### src/met_pkg.sv
//----------------------------------------------------------------------------
// met_pkg
// Shared types and constants for the escape-time pixel block.
//----------------------------------------------------------------------------
`default_nettype none

package met_pkg;

   // Field widths
   localparam int COORD_W = 10;
   localparam int COLOR_W = 32;
   localparam int COUNT_W = 8;
   localparam int STEP_W  = 24;

   // Q4.28 fixed point, Q8.56 products
   localparam int Q_W    = 32;
   localparam int FRAC_W = 28;
   localparam int PROD_W = 2 * Q_W;

   localparam logic signed [Q_W-1:0] Q_MAX = 32'sh7FFF_FFFF;
   localparam logic signed [Q_W-1:0] Q_MIN = 32'sh8000_0000;

   // |z|^2 = 4.0 at Q8.56
   localparam logic [PROD_W-1:0] ESC_LIMIT = 64'h0400_0000_0000_0000;

   // Configuration port
   localparam int CSR_IDX_W  = 2;
   localparam int CSR_DATA_W = 24;

   localparam logic [CSR_IDX_W-1:0] CSR_COLOR_STEP = 2'd0;
   localparam logic [CSR_IDX_W-1:0] CSR_MAX_ITER   = 2'd1;
   localparam logic [CSR_IDX_W-1:0] CSR_DARK       = 2'd2;

   localparam logic [STEP_W-1:0]  COLOR_STEP_RST = 24'd272;
   localparam logic [COUNT_W-1:0] MAX_ITER_RST   = 8'd50;
   localparam logic [COUNT_W-1:0] DARK_RST       = 8'd25;

   typedef struct packed {
      logic [COORD_W-1:0] pixel_col;
      logic [COORD_W-1:0] pixel_row;
   } req_type;

   typedef struct packed {
      logic [COORD_W-1:0] out_col;
      logic [COORD_W-1:0] out_row;
      logic [COLOR_W-1:0] pixel_color;
      logic [COUNT_W-1:0] iter_count;
   } rsp_type;

   // Operand selection of the shared multiplier
   typedef enum logic [1:0] {
      MUL_RR,
      MUL_II,
      MUL_RI,
      MUL_COLOR
   } mul_sel_type;

   typedef enum logic [2:0] {
      ST_IDLE,
      ST_MAP,
      ST_SQ_R,
      ST_SQ_I,
      ST_CROSS,
      ST_UPDATE,
      ST_COLOR,
      ST_DONE
   } state_type;

endpackage

`default_nettype wire

### src/mandelbrot_escape_time_pixel.sv
//----------------------------------------------------------------------------
// mandelbrot_escape_time_pixel
// Escape-time count and color for one pixel, iterated on one shared
// multiplier under a small sequencer.
//----------------------------------------------------------------------------
//
// Channel   Direction  Handshake                 Payload
// req_      in         start & !busy             req_data  (req_type)
// rsp_      out        rsp_valid, 1-cycle strobe rsp_data  (rsp_type)
// csr_      in         csr_valid & csr_ready     csr_index, csr_data
//
// Sequence: an item first maps the position (offset, then a constant
//   reciprocal multiply), then runs passes on the single multiplier (zr*zr,
//   zi*zi, zr*zi, update), n + 1 in all with the pass that finds the stop,
//   n = iterations done (0..max_iterations); the color product reuses the
//   multiplier.
// busy is high from accept until the result is registered; the strobe
//   appears as busy drops, so the next item can be taken in that cycle.
// Reset (synchronous) returns the sequencer to idle, drops the strobe and
//   loads the register reset values. Results cannot be stalled.
// csr_ready is always high; writes to unknown indexes are dropped.
//----------------------------------------------------------------------------
`default_nettype none

module mandelbrot_escape_time_pixel
   import met_pkg::*;
#(
   parameter int COLS = 1024,
   parameter int ROWS = 1024
)
(
   input  wire logic                  clock,
   input  wire logic                  reset,
   // item in
   input  wire logic                  start,
   output      logic                  busy,
   input  wire req_type               req_data,
   // result out
   output      logic                  rsp_valid,
   output      rsp_type               rsp_data,
   // configuration
   input  wire logic                  csr_valid,
   output      logic                  csr_ready,
   input  wire logic [CSR_IDX_W-1:0]  csr_index,
   input  wire logic [CSR_DATA_W-1:0] csr_data
);

   localparam int SUM_W = 40;
   localparam logic signed [SUM_W-1:0] SUM_MAX = SUM_W'(Q_MAX);
   localparam logic signed [SUM_W-1:0] SUM_MIN = SUM_W'(Q_MIN);

   function automatic logic signed [Q_W-1:0] sat_q(input logic signed [SUM_W-1:0] v);
      logic signed [Q_W-1:0] r;
      if (v > SUM_MAX) begin
         r = Q_MAX;
      end else if (v < SUM_MIN) begin
         r = Q_MIN;
      end else begin
         r = v[Q_W-1:0];
      end
      return r;
   endfunction

   // Sequencer
   state_type              state_ff;
   state_type              state_in;
   logic                   accept;
   logic                   map_load;
   mul_sel_type            mul_sel;

   // Configuration registers
   logic [STEP_W-1:0]      color_step_ff;
   logic [COUNT_W-1:0]     max_iter_ff;
   logic [COUNT_W-1:0]     dark_ff;

   // Datapath
   req_type                req_ff;
   logic signed [Q_W-1:0]  cr_ff;
   logic signed [Q_W-1:0]  ci_ff;
   logic signed [Q_W-1:0]  zr_ff;
   logic signed [Q_W-1:0]  zi_ff;
   logic [PROD_W-1:0]      rr_ff;
   logic signed [PROD_W-1:0] diff_ff;
   logic                   esc_ff;
   logic [COUNT_W-1:0]     count_ff;
   logic                   stop;

   logic                   col_done;
   logic                   row_done;
   logic signed [Q_W-1:0]  col_coord;
   logic signed [Q_W-1:0]  row_coord;
   logic signed [PROD_W-1:0] prod;
   logic signed [SUM_W-1:0] zr_sum;
   logic signed [SUM_W-1:0] zi_sum;
   logic [PROD_W-1:0]      mag_sum;

   rsp_type                rsp_data_ff;
   logic                   rsp_valid_ff;

   assign accept    = start && (state_ff == ST_IDLE);
   assign csr_ready = 1'b1;

   // Coordinate mapping, both axes in parallel
   met_coord_div #(.SIZE(COLS)) u_col_div (
      .clock (clock),
      .reset (reset),
      .load  (map_load),
      .pos   (req_data.pixel_col),
      .done  (col_done),
      .coord (col_coord)
   );

   met_coord_div #(.SIZE(ROWS)) u_row_div (
      .clock (clock),
      .reset (reset),
      .load  (map_load),
      .pos   (req_data.pixel_row),
      .done  (row_done),
      .coord (row_coord)
   );

   met_mul u_mul (
      .clock      (clock),
      .sel        (mul_sel),
      .zr         (zr_ff),
      .zi         (zi_ff),
      .color_step (color_step_ff),
      .count      (count_ff),
      .prod       (prod)
   );

   // Escape when |z|^2 >= 4, otherwise stop at the iteration limit
   assign stop = esc_ff || (count_ff >= max_iter_ff);

   // Next state
   always_comb begin
      state_in = state_ff;
      unique case (state_ff)
         ST_IDLE:   if (start) state_in = ST_MAP;
         ST_MAP:    if (col_done && row_done) state_in = ST_SQ_R;
         ST_SQ_R:   state_in = ST_SQ_I;
         ST_SQ_I:   state_in = ST_CROSS;
         ST_CROSS:  state_in = ST_UPDATE;
         ST_UPDATE: state_in = stop ? ST_COLOR : ST_SQ_R;
         ST_COLOR:  state_in = ST_DONE;
         ST_DONE:   state_in = ST_IDLE;
         default:   state_in = ST_IDLE;
      endcase
   end

   // Sequencer outputs; other states keep the color operands selected
   always_comb begin
      busy     = 1'b1;
      map_load = 1'b0;
      mul_sel  = MUL_COLOR;
      unique case (state_ff)
         ST_IDLE: begin
            busy     = 1'b0;
            map_load = start;
         end
         ST_SQ_R:  mul_sel = MUL_RR;
         ST_SQ_I:  mul_sel = MUL_II;
         ST_CROSS: mul_sel = MUL_RI;
         default:  busy = 1'b1;
      endcase
   end

   always_ff @(posedge clock) begin
      if (reset) begin
         state_ff <= ST_IDLE;
      end else begin
         state_ff <= state_in;
      end
   end

   // Configuration writes
   always_ff @(posedge clock) begin
      if (reset) begin
         color_step_ff <= COLOR_STEP_RST;
         max_iter_ff   <= MAX_ITER_RST;
         dark_ff       <= DARK_RST;
      end else if (csr_valid && csr_ready) begin
         unique case (csr_index)
            CSR_COLOR_STEP: color_step_ff <= csr_data;
            CSR_MAX_ITER:   max_iter_ff   <= csr_data[COUNT_W-1:0];
            CSR_DARK:       dark_ff       <= csr_data[COUNT_W-1:0];
            default:        ;
         endcase
      end
   end

   // new zr = floor((rr - ii) / 2^28) + cr, new zi = floor(ri / 2^27) + ci
   assign zr_sum  = SUM_W'($signed(diff_ff[PROD_W-1:FRAC_W])) + SUM_W'(cr_ff);
   assign zi_sum  = SUM_W'($signed(prod[PROD_W-1:FRAC_W-1])) + SUM_W'(ci_ff);
   // squares are non-negative and at most 2^62, so the sum cannot wrap
   assign mag_sum = rr_ff + $unsigned(prod);

   always_ff @(posedge clock) begin
      if (accept) begin
         req_ff <= req_data;
      end
      if (state_ff == ST_MAP) begin
         cr_ff    <= col_coord;
         ci_ff    <= row_coord;
         zr_ff    <= '0;
         zi_ff    <= '0;
         count_ff <= '0;
      end
      // prod holds zr*zr here
      if (state_ff == ST_SQ_I) begin
         rr_ff <= $unsigned(prod);
      end
      // prod holds zi*zi here
      if (state_ff == ST_CROSS) begin
         diff_ff <= $signed(rr_ff) - prod;
         esc_ff  <= mag_sum >= ESC_LIMIT;
      end
      // prod holds zr*zi here
      if ((state_ff == ST_UPDATE) && !stop) begin
         zr_ff    <= sat_q(zr_sum);
         zi_ff    <= sat_q(zi_sum);
         count_ff <= count_ff + 1'b1;
      end
      // prod holds color_step*count here
      if (state_ff == ST_DONE) begin
         rsp_data_ff.out_col     <= req_ff.pixel_col;
         rsp_data_ff.out_row     <= req_ff.pixel_row;
         rsp_data_ff.pixel_color <= (count_ff < dark_ff) ? prod[COLOR_W-1:0] : '0;
         rsp_data_ff.iter_count  <= count_ff;
      end
   end

   always_ff @(posedge clock) begin
      if (reset) begin
         rsp_valid_ff <= 1'b0;
      end else begin
         rsp_valid_ff <= (state_ff == ST_DONE);
      end
   end

   assign rsp_valid = rsp_valid_ff;
   assign rsp_data  = rsp_data_ff;

endmodule

`default_nettype wire

### src/met_coord_div.sv
//----------------------------------------------------------------------------
// met_coord_div
// Maps a pixel position to a Q4.28 coordinate in -2..+2, dividing by the
// grid size with a constant reciprocal multiply on the registered offset.
//----------------------------------------------------------------------------
`default_nettype none

module met_coord_div
   import met_pkg::*;
#(
   parameter int SIZE = 1024
)
(
   input  wire logic                  clock,
   input  wire logic                  reset,
   input  wire logic                  load,
   input  wire logic [COORD_W-1:0]    pos,
   output      logic                  done,
   output      logic signed [Q_W-1:0] coord
);

   localparam int SW = $clog2(SIZE + 1);
   localparam int DW = ((SW > COORD_W + 1) ? SW : COORD_W + 1) + 2;
   // 2^KS >= 4*SIZE^2 keeps the reciprocal error below one quotient step
   localparam int KS = 2 * $clog2(SIZE) + 2;
   localparam int MW = $clog2(SIZE) + 32;
   localparam int PW = DW + MW;
   localparam logic [DW:0]   SAT_LIM = (DW + 1)'(4 * SIZE);
   // ceil(2^(29+KS) / SIZE)
   localparam logic [MW-1:0] RECIP   =
      MW'(((64'd1 << (29 + KS)) + 64'(SIZE - 1)) / 64'(SIZE));

   logic signed [DW-1:0]  diff;
   logic [DW-1:0]         mag;
   logic                  sat;
   logic [PW-1:0]         scaled;

   logic [DW-1:0]         mag_ff;
   logic [Q_W-2:0]        quot_ff;
   logic                  neg_ff;
   logic                  sat_ff;
   logic                  run_ff;

   // 2*pos - SIZE, its magnitude; positive side saturates at 4*SIZE
   assign diff = $signed({{(DW - COORD_W - 1){1'b0}}, pos, 1'b0}) - $signed(DW'(SIZE));
   assign mag  = diff[DW-1] ? DW'(-diff) : DW'(diff);
   assign sat  = !diff[DW-1] && ({1'b0, mag} >= SAT_LIM);

   // mag * 2^29 / SIZE, truncated
   assign scaled = PW'(mag_ff) * PW'(RECIP);

   always_ff @(posedge clock) begin
      if (reset) begin
         run_ff <= 1'b0;
      end else begin
         run_ff <= load;
      end
   end

   always_ff @(posedge clock) begin
      if (load) begin
         mag_ff <= mag;
         neg_ff <= diff[DW-1];
         sat_ff <= sat;
      end
      if (run_ff) begin
         quot_ff <= scaled[KS +: Q_W - 1];
      end
   end

   assign done = !run_ff;

   always_comb begin
      if (sat_ff) begin
         coord = Q_MAX;
      end else if (neg_ff) begin
         coord = -$signed({1'b0, quot_ff});
      end else begin
         coord = $signed({1'b0, quot_ff});
      end
   end

endmodule

`default_nettype wire

### src/met_mul.sv
//----------------------------------------------------------------------------
// met_mul
// Shared 32x32 signed multiplier with operand select and registered product.
//----------------------------------------------------------------------------
`default_nettype none

module met_mul
   import met_pkg::*;
(
   input  wire logic                     clock,
   input  wire mul_sel_type              sel,
   input  wire logic signed [Q_W-1:0]    zr,
   input  wire logic signed [Q_W-1:0]    zi,
   input  wire logic [STEP_W-1:0]        color_step,
   input  wire logic [COUNT_W-1:0]       count,
   output      logic signed [PROD_W-1:0] prod
);

   logic signed [Q_W-1:0]    op_a;
   logic signed [Q_W-1:0]    op_b;
   logic signed [PROD_W-1:0] prod_ff;

   always_comb begin
      unique case (sel)
         MUL_RR: begin
            op_a = zr;
            op_b = zr;
         end
         MUL_II: begin
            op_a = zi;
            op_b = zi;
         end
         MUL_RI: begin
            op_a = zr;
            op_b = zi;
         end
         MUL_COLOR: begin
            op_a = $signed({{(Q_W - STEP_W){1'b0}}, color_step});
            op_b = $signed({{(Q_W - COUNT_W){1'b0}}, count});
         end
         default: begin
            op_a = '0;
            op_b = '0;
         end
      endcase
   end

   always_ff @(posedge clock) begin
      prod_ff <= op_a * op_b;
   end

   assign prod = prod_ff;

endmodule

`default_nettype wire
### config.mk
export PLATFORM = sky130hd
export DESIGN_NAME = mandelbrot_escape_time_pixel
export DESIGN_NICKNAME = d
export VERILOG_FILES = /design/src/met_pkg.sv /design/src/mandelbrot_escape_time_pixel.sv /design/src/met_coord_div.sv /design/src/met_mul.sv
export SDC_FILE = /design/constraint.sdc
export NUM_CORES = 2
export LEC_CHECK = 0
export BUFFER_PORTS_ARGS = -buffer_cell sky130_fd_sc_hd__buf_4
export CORE_ASPECT_RATIO = 1.2
export CORE_UTILIZATION = 50
export DETAILED_ROUTE_END_ITERATION = 10
export PLACE_DENSITY = 0.66
export SETUP_SLACK_MARGIN = 0.15
export SYNTH_ARGS = -nofsm -noshare
export SYNTH_HDL_FRONTEND = slang
export SYNTH_SLANG_ARGS = --single-unit
export TNS_END_PERCENT = 100
### constraint.sdc
create_clock -name clock -period 17.7 [get_ports clock]
set_input_delay 1.77 -clock clock [delete_from_list [all_inputs] [get_ports clock]]
set_output_delay 1.77 -clock clock [all_outputs]
set_load 0.01 [all_outputs]
==> results.cfg <==
[status]
outcome = completed

[timing]
finalHoldViolCount = 0
finClkSkew_ns = 0.0602
period_minus_slack_ns = 11.68
drv_slew = 0
rsz0062_at_grt = false
finalCritPeriodShare_pct = 66.0
tightestPinTransition_ns = 1.33
final.setup.tns_ns = 0
timing.fmax_mhz = 85.6
setup_viol_count_final = 0
relSlewSlack_pct = 11.0

[worst_setup_path]
crit_slowest_cell = a2111oi_1
crit_path_frequent_cell = fa_1
critPathArrivalTime_ns = 12.26
cp-start-kind = flop
end_kind = flop
slowest_delay_ns = 1.14
required_ns = 18.27
crit_type = reg -> reg
worstPathMaxFanout = 41

[grt]
grt_usage_pct = 32.6
grt_max_degree = 73
antenna_found_initial = 3
grt_overflow = 0
grt_pass1_vias = 48948
grt_pass1_wl_mm = 298

[final_layout]
final_core_utilization_pct = 54.2
syn_to_final_growth_pct = 7.34
stdcell_count = 8080
finalNetCount = 8024
drive_above_1_share_pct = 6.20
n_antenna_cell = 0

[die]
core_area_mm2 = 0.120
fp.dieArea_mm2 = 0.123
dieWidth_um = 320
start_util_pct = 50.5
die_h_um = 383
io_pins = 113
rows = 139

[cts]
cts_tree = done
insertion_delay_ns = 0.65
cts_sinks = 434
cts_setup_buffers = 0
root_buffer = clkbuf_16
cts_made_buffers = 51
ctsHtreeMaxLevel = 2
cts_max_path_buffers = 3
holdBufCountCts = 0
cts_resized = 0
clk_pin_slew_ns = 0.06

[pwr]
clkPwrFrac_pct = 13.6
power.share.switching_pct = 51.8
peakVddDrop_mv = 0.0933
p_int_uw = 3960
leakagePower_uw = 0.0298
power_density_mw_per_mm2 = 126
seqPwrFrac_pct = 18.6
combPwrFrac_pct = 67.8
p_sw_uw = 4250
p_total_uw = 8220

[synthesis]
yosysSeqAreaShare_pct = 19.7
yosysWarnings = 0
synth_area_leaders = fa_1 36%, edfxtp_1 16%, ha_1 8.3%
yosys.area.top_type_share_pct = 35.8
ys_ff_latch = 434
synth_area_leader_cell = fa_1
postSynthAreaPerCell_um2 = 9.36
yosysUniqueCellTypes = 93
synth_edf_count = 325
synth.most_common_cell = inv_1
syn_inst = 6479
async_flop_share_pct = 0
synthesis.area_mm2 = 0.0606
yosys-top-cells-count = 1,188 x inv_1, 1,085 x fa_1, 761 x nand2_1
ys.flop_type = edfxtp_1

[drt]
avgRoutedWirePerCell_um = 24.2
dr.pass1.iters = 7
first_iter_violations = 4083
drt-total-wl_mm = 195
vias = 46932
vias_per_cell = 5.81
ant_nets = 0
drc = 0

[placement]
dp_cells = 7984
place_hpwl_mm = 151
finalWeightedCongestion = 0.983
port_buffers = 111

[hold_path]
hold_path_class = reg -> reg

[flow_run]
cap_viol_max_count = 0
[flip-flops by register name, indices dropped and copies added (netlist names), 10 cells and up]
register           cells
rr_ff                 64
u_mul.prod            64
rsp_data              60
diff_ff               36
zi_ff                 32
zr_ff                 32
color_step_ff         24
req_ff                20
ci_ff                 13
cr_ff                 13
u_col_div.quot_ff     11
u_row_div.quot_ff     11
u_col_div.mag_ff      10
u_row_div.mag_ff      10
[metrics by stage]
stage	setup WS [ns]	hold WS, ns	cell area (um2)
after CTS	6.34	0.414	65100
after global placement	6.50	0.401	63300
after detailed placement	6.32	0.405	63300
after global routing	5.45	0.423	65100
after floorplan	7.34	0.400	60600
final	6.02	0.412	65100
[power groups by stage]
stage / sequential [uW] / clock [uW] / combinational [uW]
after global routing: 1530 / 1180 / 6090
after global placement: 1550 / 0 / 5400
final: 1530 / 1120 / 5570
after floorplan: 1420 / 0 / 3770
after CTS: 1530 / 1140 / 5510
after detailed placement: 1550 / 0 / 5440
[cells by family after synthesis]
logic type / share of synthesized area [%]
AO/OA/AOI/OAI: 10.7
XOR/XNOR: 2.93
adder cells (fa/ha/maj): 44.1
buffers and inverters: 9.22
flip-flops: 19.7
multiplexers: 0.532
other: 0.0124
AND/OR/NAND/NOR: 12.7
[cell usage in the layout, fill, tap and decap left out, drive strengths merged, types with 115 or more instances in the layout]
cell type	count
buf	230
nand2	761
inv	1194
ha	403
edfxtp	325
fa	1085
xnor2	115
a21oi	355
nor2	714
o21ai	220
[path summary, 6_finish.rpt]
check	slack [ns]	depth (start not counted)	end	from
max reg2reg	6.02	30	u_mul.prod[59]$_DFF_P_	state_ff[1]$_SDFFE_PP0P_
max	6.02	30	u_mul.prod[59]$_DFF_P_	state_ff[1]$_SDFFE_PP0P_
min	0.41	0	rsp_data[57]$_DFFE_PP_	req_ff[17]$_DFFE_PP_
min reg2reg	0.41	0	rsp_data[57]$_DFFE_PP_	req_ff[17]$_DFFE_PP_
[routing by layer]
metal	global-route usage (%)	part of all wire (%)
met5	0	0.0061
met4	16.8	6.4
met3	8.14	9.9
met2	52.7	47
met1	40.6	37
[critical path: cells and delay by family, from the launching register on]
family	cells	cell delay, ns
flip-flops	1	0.79
AO/OA/AOI/OAI	10	3.39
XOR/XNOR	1	0.14
AND/OR/NAND/NOR	4	1.45
buffers and inverters	6	1.66
adder cells (fa/ha/maj)	9	4.16
[cell type report]
| type | instances | area, um2 |
|---|---|---|
| clock inverters | 35 | 407 |
| clock buffers | 61 | 1360 |
| multi-input cells | 4580 | 43200 |
| well taps | 1551 | 1940 |
| repair buffers | 230 | 1730 |
| fillers | 10878 | 54900 |
| inverters | 1189 | 4460 |
| flip-flops and latches | 434 | 11900 |
(Power assumes the default switching activity.)
